File: src/rtl/closest_point_on_segment_core_assert.svh
// Assertion macros for the closest point on segment core.
// Depends on nothing; the including module provides clk and arst_n.
`ifndef CLOSEST_POINT_ON_SEGMENT_CORE_ASSERT_SVH
`define CLOSEST_POINT_ON_SEGMENT_CORE_ASSERT_SVH

// Same-cycle implication, checked outside reset.
`define CPOS_ASSERT_NOW(lbl, ante, cons) \
	lbl: assert property (@(posedge clk) disable iff (!arst_n) (ante) |-> (cons)) \
		else $error("cpos assertion failed");

// Next-cycle implication, checked outside reset.
`define CPOS_ASSERT_NXT(lbl, ante, cons) \
	lbl: assert property (@(posedge clk) disable iff (!arst_n) (ante) |=> (cons)) \
		else $error("cpos assertion failed");

`endif

File: src/rtl/cpos_pkg.sv
// Shared types and codes for the closest point on segment core.
// Depends on nothing; used by the division cell and the top level.
package cpos_pkg;

	// Which clamp applied to a result word.
	typedef enum logic [1:0] {
		WC_INTERIOR = 2'd0,
		WC_START    = 2'd1,
		WC_END      = 2'd2
	} case_t;

	localparam int unsigned AXES = 3;

endpackage

File: src/rtl/cpos_div_cell.sv
// One restoring division step for all three axes, with a registered hand-on.
// Depends on cpos_pkg; chained by closest_point_on_segment_core.
module cpos_div_cell #(
	parameter int unsigned DW    = 67,
	parameter int unsigned QB    = 34,
	parameter int unsigned PASSW = 197
) (
	input  logic                                    clk,
	input  logic                                    arst_n,
	input  logic                                    en,
	input  logic                                    in_vld,
	input  logic [cpos_pkg::AXES-1:0][DW-1:0]       in_rem,
	input  logic [cpos_pkg::AXES-1:0][QB-1:0]       in_sh,
	input  logic [DW-1:0]                           in_den,
	input  logic [PASSW-1:0]                        in_pass,
	output logic                                    out_vld,
	output logic [cpos_pkg::AXES-1:0][DW-1:0]       out_rem,
	output logic [cpos_pkg::AXES-1:0][QB-1:0]       out_sh,
	output logic [DW-1:0]                           out_den,
	output logic [PASSW-1:0]                        out_pass
);

	logic [cpos_pkg::AXES-1:0][DW-1:0] rem_nxt;
	logic [cpos_pkg::AXES-1:0][QB-1:0] sh_nxt;

	// Shift the next numerator bit into the remainder and subtract where it fits.
	always_comb begin
		logic [DW:0] trial;
		for (int i = 0; i < int'(cpos_pkg::AXES); i++) begin
			trial = {in_rem[i], in_sh[i][QB-1]};
			if (trial >= {1'b0, in_den}) begin
				rem_nxt[i] = DW'(trial - {1'b0, in_den});
				sh_nxt[i]  = {in_sh[i][QB-2:0], 1'b1};
			end else begin
				rem_nxt[i] = trial[DW-1:0];
				sh_nxt[i]  = {in_sh[i][QB-2:0], 1'b0};
			end
		end
	end

	// Valid bit of the cell.
	always_ff @(posedge clk or negedge arst_n) begin
		if (!arst_n) begin
			out_vld <= 1'b0;
		end else if (en) begin
			out_vld <= in_vld;
		end
	end

	// Payload of the cell.
	always_ff @(posedge clk) begin
		if (en) begin
			out_rem  <= rem_nxt;
			out_sh   <= sh_nxt;
			out_den  <= in_den;
			out_pass <= in_pass;
		end
	end

endmodule

File: config.mk
export PLATFORM = sky130hd
export DESIGN_NAME = cpos_div_cell
export DESIGN_NICKNAME = d
export VERILOG_FILES = /design/src/rtl/closest_point_on_segment_core_assert.svh /design/src/rtl/cpos_pkg.sv /design/src/rtl/cpos_div_cell.sv
export SDC_FILE = /design/constraint.sdc
export NUM_CORES = 1
export LEC_CHECK = 0
export BUFFER_PORTS_ARGS = -buffer_cell sky130_fd_sc_hd__buf_4
export CORE_AREA = 10 10 433 435
export CTS_CLUSTER_DIAMETER = 120
export DETAILED_ROUTE_END_ITERATION = 8
export DIE_AREA = 0 0 443 445
export PLACE_DENSITY = 0.44
export SETUP_SLACK_MARGIN = 0.15
export SYNTH_ARGS = -nofsm -noshare
export SYNTH_HDL_FRONTEND = slang
export SYNTH_SLANG_ARGS = --single-unit
File: constraint.sdc
create_clock -name clk -period 0.9 [get_ports clk]
set_input_delay 0.09 -clock clk [delete_from_list [all_inputs] [get_ports clk]]
set_output_delay 0.09 -clock clk [all_outputs]
set_load 0.005 [all_outputs]
# --- After elaboration in Yosys (flattened, before gate mapping) ---
# Index checks and enable logic that the tools add are counted.
word_totals:
  ff_bits: 568
  elab_cells: 21
op_classes:
  add_sub_neg: 3
  n_lt_le_gt_ge: 3
  muxes: 6
ops:
  columns: ["op", "n"]
  rows:
  - [">= comparator 68 x 67 -> 1 bit", 3]
  - ["two-way mux 67 bit", 3]
  - ["subtractor 67 bit", 3]
  - ["two-way mux 1 bit", 3]

# --- Depth between registers and ports, before layout ---
# Gate-level depths: netlist of the first run.
logic_depth:
  depth_word: 2
  depth_mapped: 18

# --- Worst setup path before layout of the first run ---
# Ideal clock, no wire load.
synth_timing:
  path_type: "in2reg"
  start: "in in_sh[101] in the netlist's numbering"
  end: "reg out_rem[144] in the netlist's numbering (data pin)"
  setup_ns: 0.260
  arrival_time_ns: 3.311
  t_required_ns: 0.640
  setup_slack_ns: -2.671
  stages: 16
  path_buffers: 2
  path_cell_list: "inv_1 -> ha_1 -> inv_1 -> fa_1 -> a211oi_1 -> o21bai_1 -> a21o_1 -> a221o_1 -> a211o_1 -> a31oi_2 -> nor3_1 -> a211oi_1 -> o21a_1 -> buf_4 -> buf_4 -> mux2_2"
synth_lines:
  columns: ["element", "line_no", "source"]
  rows:
  - ["start, declared", "cpos_div_cell.sv:13", "input logic [cpos_pkg::AXES-1:0][QB-1:0] in_sh,"]
  - ["end signal, assigned", "cpos_div_cell.sv:53", "out_rem <= rem_nxt;"]
  - ["end, declared", "cpos_div_cell.sv:17", "output logic [cpos_pkg::AXES-1:0][DW-1:0] out_rem,"]

==> metrics.txt, run 1 <==
critical path arrival=3.65 ns; initial cell density of the core=17.5%; clock net sink count=568; Gate Count Post-Synth=2852; crit path setup slack, layout=-2.32 ns; area of the placeable core=178000 um^2; cell with the most instances after synthesis=sky130_fd_sc_hd__edfxtp_1; launching element type of the critical path=input port; EDFF count, synth=567; Slew Limit Fails=0; total number of vias=35000; maximum fanout along the worst path=7; Final Hold Violating Endpoints=17; count of nets left with antenna violations after detail routing=0; Area contributors post-synth=sky130_fd_sc_hd__edfxtp_1 (54%), sky130_fd_sc_hd__ha_1 (8.0%), sky130_fd_sc_hd__o21ai_0 (5.0%); IR Drop Worst-Case VDD=1.41 mV; sequential area share after synthesis=54.6%; clock period minus worst slack=3.22 ns; Setup WS pre-CTS=-3.30 ns; Total Neg Setup Slack=-682.88 ns; count of port buffers added during placement=1138; Static Leak=0.0280 uW; clock edge transition at the registers on the reported setup and hold paths=0.06 ns; Worst Hold Path Cells=3; cts bufs inserted=77; Slew HR=55.8%; total setup violations reported at the end of the flow=877; met2 wire length=118 mm; ranking of synthesized cells by instance count=sky130_fd_sc_hd__edfxtp_1 (567), sky130_fd_sc_hd__nand2_1 (350), sky130_fd_sc_hd__o21ai_0 (312); asr flop ratio synth=0.176%; global-route wire length before repair=293 mm; # rows=155; drc violations=0; highest metal layer used by the detailed router=met5; RSZ-0062 raised after global routing=true; slew at the pin closest to its max-slew limit=0.659 ns; Post-Syn Nets=3627; worst r2r path cells=1; GR Util All Layers=21.1%; flop-to-flop setup slack=0.14 ns; Worst path max stage delay=0.38 ns; H-tree depth reported by CTS=3; total wire length=221 mm; number of filler cells placed in the layout=17800; die boundary height=445 um; final cell utilization of the core=35.8%; clock root cell=sky130_fd_sc_hd__clkbuf_16; fraction of post-synthesis cell area in the top cell type by area=54.5%; final weighted congestion in routability-driven placement=0.910; signed area change from the synthesized netlist to the final layout=104%; number of global-route vias before repair=36400; most instantiated flip-flop cell in the synthesis netlist=sky130_fd_sc_hd__edfxtp_1; placed cell count=7257; family with the most delay on the worst path=compound AO/OA/AOI/OAI gates; clk buf depth=3; die footprint=197000 um^2; fraction of final layout cells with drive strength greater than 1=47.6%; Seq cells post-synth=568; Ports=1139; count of buffer and inverter cells on the critical path=7; Routed met1 length=75.8 mm; result of the run=complete, but fails checks; maximum number of pins on one net before global-route repair=37; sort of element at the end of the critical path=flop; number of search-and-repair iterations in the first detailed-routing pass=5; DR WL/cell=27.2 um; total power per unit cell area=1590 nW/um^2; Nets=6428; Min-Delay Path Class=input port to flop; Stages on worst setup path=19; max-capacitance violation count=0; crit path kind=input port to flop; half-perimeter wire length after detailed placement=180 mm; maximum clock frequency=311 MHz; Yosys warning total=0; clock network latency to the later pin of the worst-skew pair=0.70 ns; Horiz. Die Dim=443 um; worst hold margin=-0.263 ns; remaining global-route overflow=0; cell taking the most area after synthesis=sky130_fd_sc_hd__edfxtp_1; met3 wire length=10.3 mm; distinct cell type count of the synthesized netlist=74; most frequent cell on the critical path=sky130_fd_sc_hd__buf_12; violated checks=hold timing, setup timing; DRC violation total after the first TritonRoute iteration=1829; Synth Area per Inst=11.0 um^2; crit path cell chain=buf_12 > inv_12 > ha_4 > inv_2 > fa_2 > a211oi_4 > o21ai_2 > a211oi_4 > buf_4 > o41ai_4 > a211oi_2 > buf_4 > o41ai_4 > a211o_1 > a31o_1 > a31oi_4 > buf_12 > buf_12 > mux2_4; Period Utilization, post-route=357%; Max Clock Skew=0 ns; WP data required=1.33 ns; Max stage delay cell, worst path=sky130_fd_sc_hd__a211oi_4; multi-input logic area=15000 um^2; CTS tree=built; initial antenna violation count=71; synthesized cell area=31300 um^2; fin cells=8103; sequential cell area=17100 um^2; vias per inst=4.32
==> cell families (layout without fill, tap and decap cells) <==
group / count (synthesis) / in the layout / synth area share, %
other cells: 0 / 35 / 0
xor+xnor: 191 / 191 / 5.35
fa+ha+maj: 204 / 204 / 8.24
compound gates: 904 / 904 / 17.5
simple gates: 727 / 727 / 10.7
mux: 16 / 16 / 0.572
flops: 568 / 568 / 54.6
buf+inv: 242 / 3103 / 3.10
==> path summary, 6_finish.rpt <==
path | start | to
setup / recovery | in_sh[67] | out_rem[68]
min in group asynchronous | arst_n | out_vld
hold reg to reg | out_vld | out_vld
max in group asynchronous | arst_n | out_vld
hold / removal | in_sh[101] | out_rem[134]
setup reg to reg | out_vld | out_vld
==> flip-flops by register name, indices dropped and copies added (netlist names) <==
register and flops:
out_pass 197, out_rem 201, out_vld 1, out_den 67, out_sh 102
==> per-layer routing <==
metal,GRT usage [%],up-vias
met5,0,-
met2,41.1,1082
met1,20.7,17100
met3,3.77,391
li1,-,16400
met4,12.2,22
==> power by group <==
part           internal [uW]  switching, uW
Clock                  18500          13600
Combinational          18700          16600
Sequential             32800           1550
Total                  70000          31700
==> layout make-up <==
| class | instances | share of cell area [%] |
|---|---|---|
| inverters | 131 | 0.857 |
| multi-input cells | 2042 | 23.5 |
| flip-flops and latches | 568 | 26.7 |
| clock buffers | 87 | 3.13 |
| well taps | 2355 | 4.62 |
| diodes | 35 | 0.137 |
| clock inverters | 52 | 0.935 |
| repair buffers | 2833 | 40.1 |
==> metrics by stage <==
stage	total power, uW	cell area, um^2
after global routing	106000	63800
after detailed placement	62700	50500
after CTS	99900	60600
after global placement	62700	50500
final	102000	63800
after floorplan	43500	31600
==> cells in the final DEF, fill, tap and decap left out, types with 35 or more instances in the layout <==
cell / Yosys / final
sky130_fd_sc_hd__clkbuf_16: 0 / 90
sky130_fd_sc_hd__o21ai_1: 2 / 59
sky130_fd_sc_hd__a21o_1: 113 / 113
sky130_fd_sc_hd__ha_1: 201 / 190
sky130_fd_sc_hd__buf_4: 2 / 1771
sky130_fd_sc_hd__o21ai_2: 0 / 117
sky130_fd_sc_hd__xnor2_1: 111 / 105
sky130_fd_sc_hd__dlygate4sd3_1: 0 / 572
sky130_fd_sc_hd__o21bai_1: 46 / 43
sky130_fd_sc_hd__inv_1: 129 / 117
sky130_fd_sc_hd__edfxtp_1: 567 / 567
sky130_fd_sc_hd__buf_12: 0 / 51
sky130_fd_sc_hd__xor2_1: 80 / 78
sky130_fd_sc_hd__buf_6: 3 / 379
sky130_fd_sc_hd__a21oi_1: 265 / 245
sky130_fd_sc_hd__nand4_1: 68 / 68
sky130_fd_sc_hd__nor2_1: 112 / 110
sky130_fd_sc_hd__diode_2: 0 / 35
sky130_fd_sc_hd__o21ai_0: 312 / 124
sky130_fd_sc_hd__nand2_1: 350 / 293
==> what timing repair did <==
action                                  in CTS  in global routing
gates resized for setup                    279                631
gates cloned                                19                 16
buffers inserted                            40                 25
hold buffers                               570                  8
endpoints found under the setup margin     773                912
endpoints found under the hold margin      679                 23
pin swaps                                   90                 98
No activity file was read; power rests on OpenSTA's default activity.
==> inputs of run 2 (changes only) <==
SETUP_SLACK_MARGIN = 0.2   (was 0.15)
==> run 2 against run 1 <==
Against the previous run:
- the run still ends with hold timing, setup timing left
- critical endpoint unchanged
- worst hold slack improved by 0.15 ns
- largest power group unchanged
- die area unchanged
- critical path type unchanged
- power decreased by 0.17%
- via count about the same
==> metrics.txt, run 2 (synthesized netlist as in run 1, its figures left out) <==
clock network latency to the later pin of the worst-skew pair=0.71 ns (was 0.70 ns); die footprint=197000 um^2 (unchanged); WP data required=1.34 ns (was 1.33 ns); Max stage delay cell, worst path=sky130_fd_sc_hd__a211oi_4 (unchanged); initial cell density of the core=17.5% (unchanged); GR Util All Layers=21.0% (was 21.1%); register ranked first by flip-flop count=out_rem (unchanged); remaining global-route overflow=0 (unchanged); vias per inst=4.32 (about the same); total power per unit cell area=1600 nW/um^2 (was 1590 nW/um^2); number of search-and-repair iterations in the first detailed-routing pass=5 (unchanged); number of global-route vias before repair=36400 (about the same); Slew Limit Fails=0 (unchanged); total number of vias=35000 (about the same); DRC violation total after the first TritonRoute iteration=1945 (was 1829); Final Hold Violating Endpoints=29 (was 17); clk buf depth=3 (unchanged); violated checks=hold timing, setup timing (unchanged); half-perimeter wire length after detailed placement=180 mm (unchanged); clock root cell=sky130_fd_sc_hd__clkbuf_16 (unchanged); result of the run=complete, but fails checks (unchanged); clock net sink count=568 (unchanged); DR WL/cell=27.2 um (about the same); net switching fraction of the power=31.2% (about the same); fraction of final layout cells with drive strength greater than 1=47.6% (about the same); drc violations=0 (unchanged); number of flip-flops under the largest register name=201 (unchanged); RSZ-0062 raised after global routing=true (unchanged); initial antenna violation count=68 (was 71); slew at the pin closest to its max-slew limit=0.652 ns (was 0.659 ns); Ports=1139 (unchanged); Worst path max stage delay=0.38 ns (about the same); cts bufs inserted=77 (unchanged); commonest non-fill, non-tap cells in the layout=sky130_fd_sc_hd__buf_4 (1808), sky130_fd_sc_hd__dlygate4sd3_1 (570), sky130_fd_sc_hd__edfxtp_1 (567), sky130_fd_sc_hd__buf_6 (342), sky130_fd_sc_hd__nand2_1 (294) (was sky130_fd_sc_hd__buf_4 (1771), sky130_fd_sc_hd__dlygate4sd3_1 (572), sky130_fd_sc_hd__edfxtp_1 (567), sky130_fd_sc_hd__buf_6 (379), sky130_fd_sc_hd__nand2_1 (293)); Gate power share=34.6% (was 34.7%); Slew HR=56.3% (was 55.8%); max-capacitance violation count=0 (unchanged); global-route wire length before repair=292 mm (was 293 mm); count of nets left with antenna violations after detail routing=0 (unchanged); CTS tree=built (unchanged); Horiz. Die Dim=443 um (unchanged); final weighted congestion in routability-driven placement=0.910 (unchanged); clock period minus worst slack=3.21 ns (was 3.22 ns); clock edge transition at the registers on the reported setup and hold paths=0.06 ns (about the same); area of the placeable core=178000 um^2 (unchanged); sort of element at the end of the critical path=flop (unchanged); maximum clock frequency=311 MHz (about the same); multi-input logic area=15000 um^2 (about the same); worst hold margin=-0.114 ns (was -0.263 ns); crit path cell chain=buf_12 > inv_12 > ha_4 > inv_2 > fa_2 > a211oi_4 > o21ai_2 > a211oi_4 > buf_4 > o41ai_4 > a211oi_2 > buf_4 > o41ai_4 > a211o_1 > a31o_1 > a31oi_4 > buf_12 > buf_12 > mux2_4 (unchanged); maximum number of pins on one net before global-route repair=37 (unchanged); Non-Filler Cell Area, Final=63600 um^2 (was 63800 um^2); critical path arrival=3.65 ns (about the same); reported net switching power=31700 uW (about the same); largest registers in the final layout=out_rem x201, out_pass x197, out_sh x102 (unchanged); placed cell areas=50500 um^2 (unchanged); Nets=6426 (was 6428); maximum fanout along the worst path=7 (unchanged); IR Drop Worst-Case VDD=1.41 mV (about the same); crit path kind=input port to flop (unchanged); sequential cell area=17100 um^2 (unchanged); crit path setup slack, layout=-2.31 ns (was -2.32 ns); total wire length=220 mm (was 221 mm); most frequent cell on the critical path=sky130_fd_sc_hd__buf_12 (unchanged); H-tree depth reported by CTS=3 (unchanged); # rows=155 (unchanged); signed area change from the synthesized netlist to the final layout=104% (about the same); Max Clock Skew=0 ns (unchanged); fin cells=8096 (was 8103); die boundary height=445 um (unchanged); leading cell type in the layout, fill and taps excluded=sky130_fd_sc_hd__buf_4 (unchanged); placed cell count=7257 (unchanged); number of filler cells placed in the layout=17800 (about the same); Period Utilization, post-route=357% (about the same); relative contribution of sequential cells to total power=33.8% (about the same); total setup violations reported at the end of the flow=824 (was 877); Min-Delay Path Class=input port to flop (unchanged); count of port buffers added during placement=1138 (unchanged); clock network power share=31.6% (about the same); total internal power=69900 uW (was 70000 uW); launching element type of the critical path=input port (unchanged); Static Leak=0.0279 uW (was 0.0280 uW)
-- run 2: power by group through the flow --
stage	Sequential (uW)	Clock [uW]	Combinational, uW
final	34300	32100	35100
after global routing	34500	34000	37300
after CTS	34000	33100	32800
after detailed placement	34500	0	28200
after global placement	34500	0	28200
after floorplan	34400	0	9140
-- run 2: path summary, 6_finish.rpt --
kind	from	to	cells past startpoint	slack [ns]
min reg2reg	out_vld	out_vld	1	0.54
max reg2reg	out_vld	out_vld	1	0.14
min in group asynchronous	arst_n	out_vld	3	0.22
max in group asynchronous	arst_n	out_vld	3	0.58
max	in_sh[67]	out_rem[68]	19	-2.31
min	en	out_sh[101]	2	-0.11
-- run 2: area by class of cell --
cell class                      count  area share (%)
Timing Repair Buffer             2831            40.0
Sequential cell                   568            26.8
Multi-Input combinational cell   2042            23.5
Tap cell                         2355            4.63
Clock buffer                       87            3.14
Clock inverter                     52           0.938
Inverter                          131           0.859
Antenna cell                       30           0.118
-- run 2: per-layer routing --
metal  up-vias  wire, um  track usage (%)  share of wire [%]
met1     17100     75800             20.6                 34
li1      16400         -                -                  -
met2      1080    119000             40.9                 54
met5         -       140                0              0.064
met4        22     15300             12.2                6.9
met3       381     10100             3.75                4.6
-- run 2: critical path, delay by kind of cell --
kind / cells / cell delay, ns
compound gates: 9 / 1.89
buf+inv: 7 / 0.87
fa+ha+maj: 2 / 0.51
mux: 1 / 0.28
-- run 2: repair_timing --
| action | CTS | global route |
|---|---|---|
| pin swaps | 90 | 95 |
| cloned | 19 | 16 |
| hold buffers | 567 | 8 |
| buffers inserted | 40 | 25 |
| endpoints found under the hold margin | 679 | 36 |
| resized for setup | 279 | 591 |
| setup endpoints to repair | 773 | 849 |
-- run 2: stage by stage --
step	worst slack (ns)	util (%)	setup TNS, ns	power, uW
final	-2.31	35.7	-680.11	102000
after global routing	-2.42	35.7	-724.83	106000
after CTS	-2.37	34.0	-755.01	99900
after detailed placement	-3.30	28.3	-698.04	62700
after global placement	-3.30	28.3	-686.50	62700
after floorplan	-2.47	-	-444.50	43500
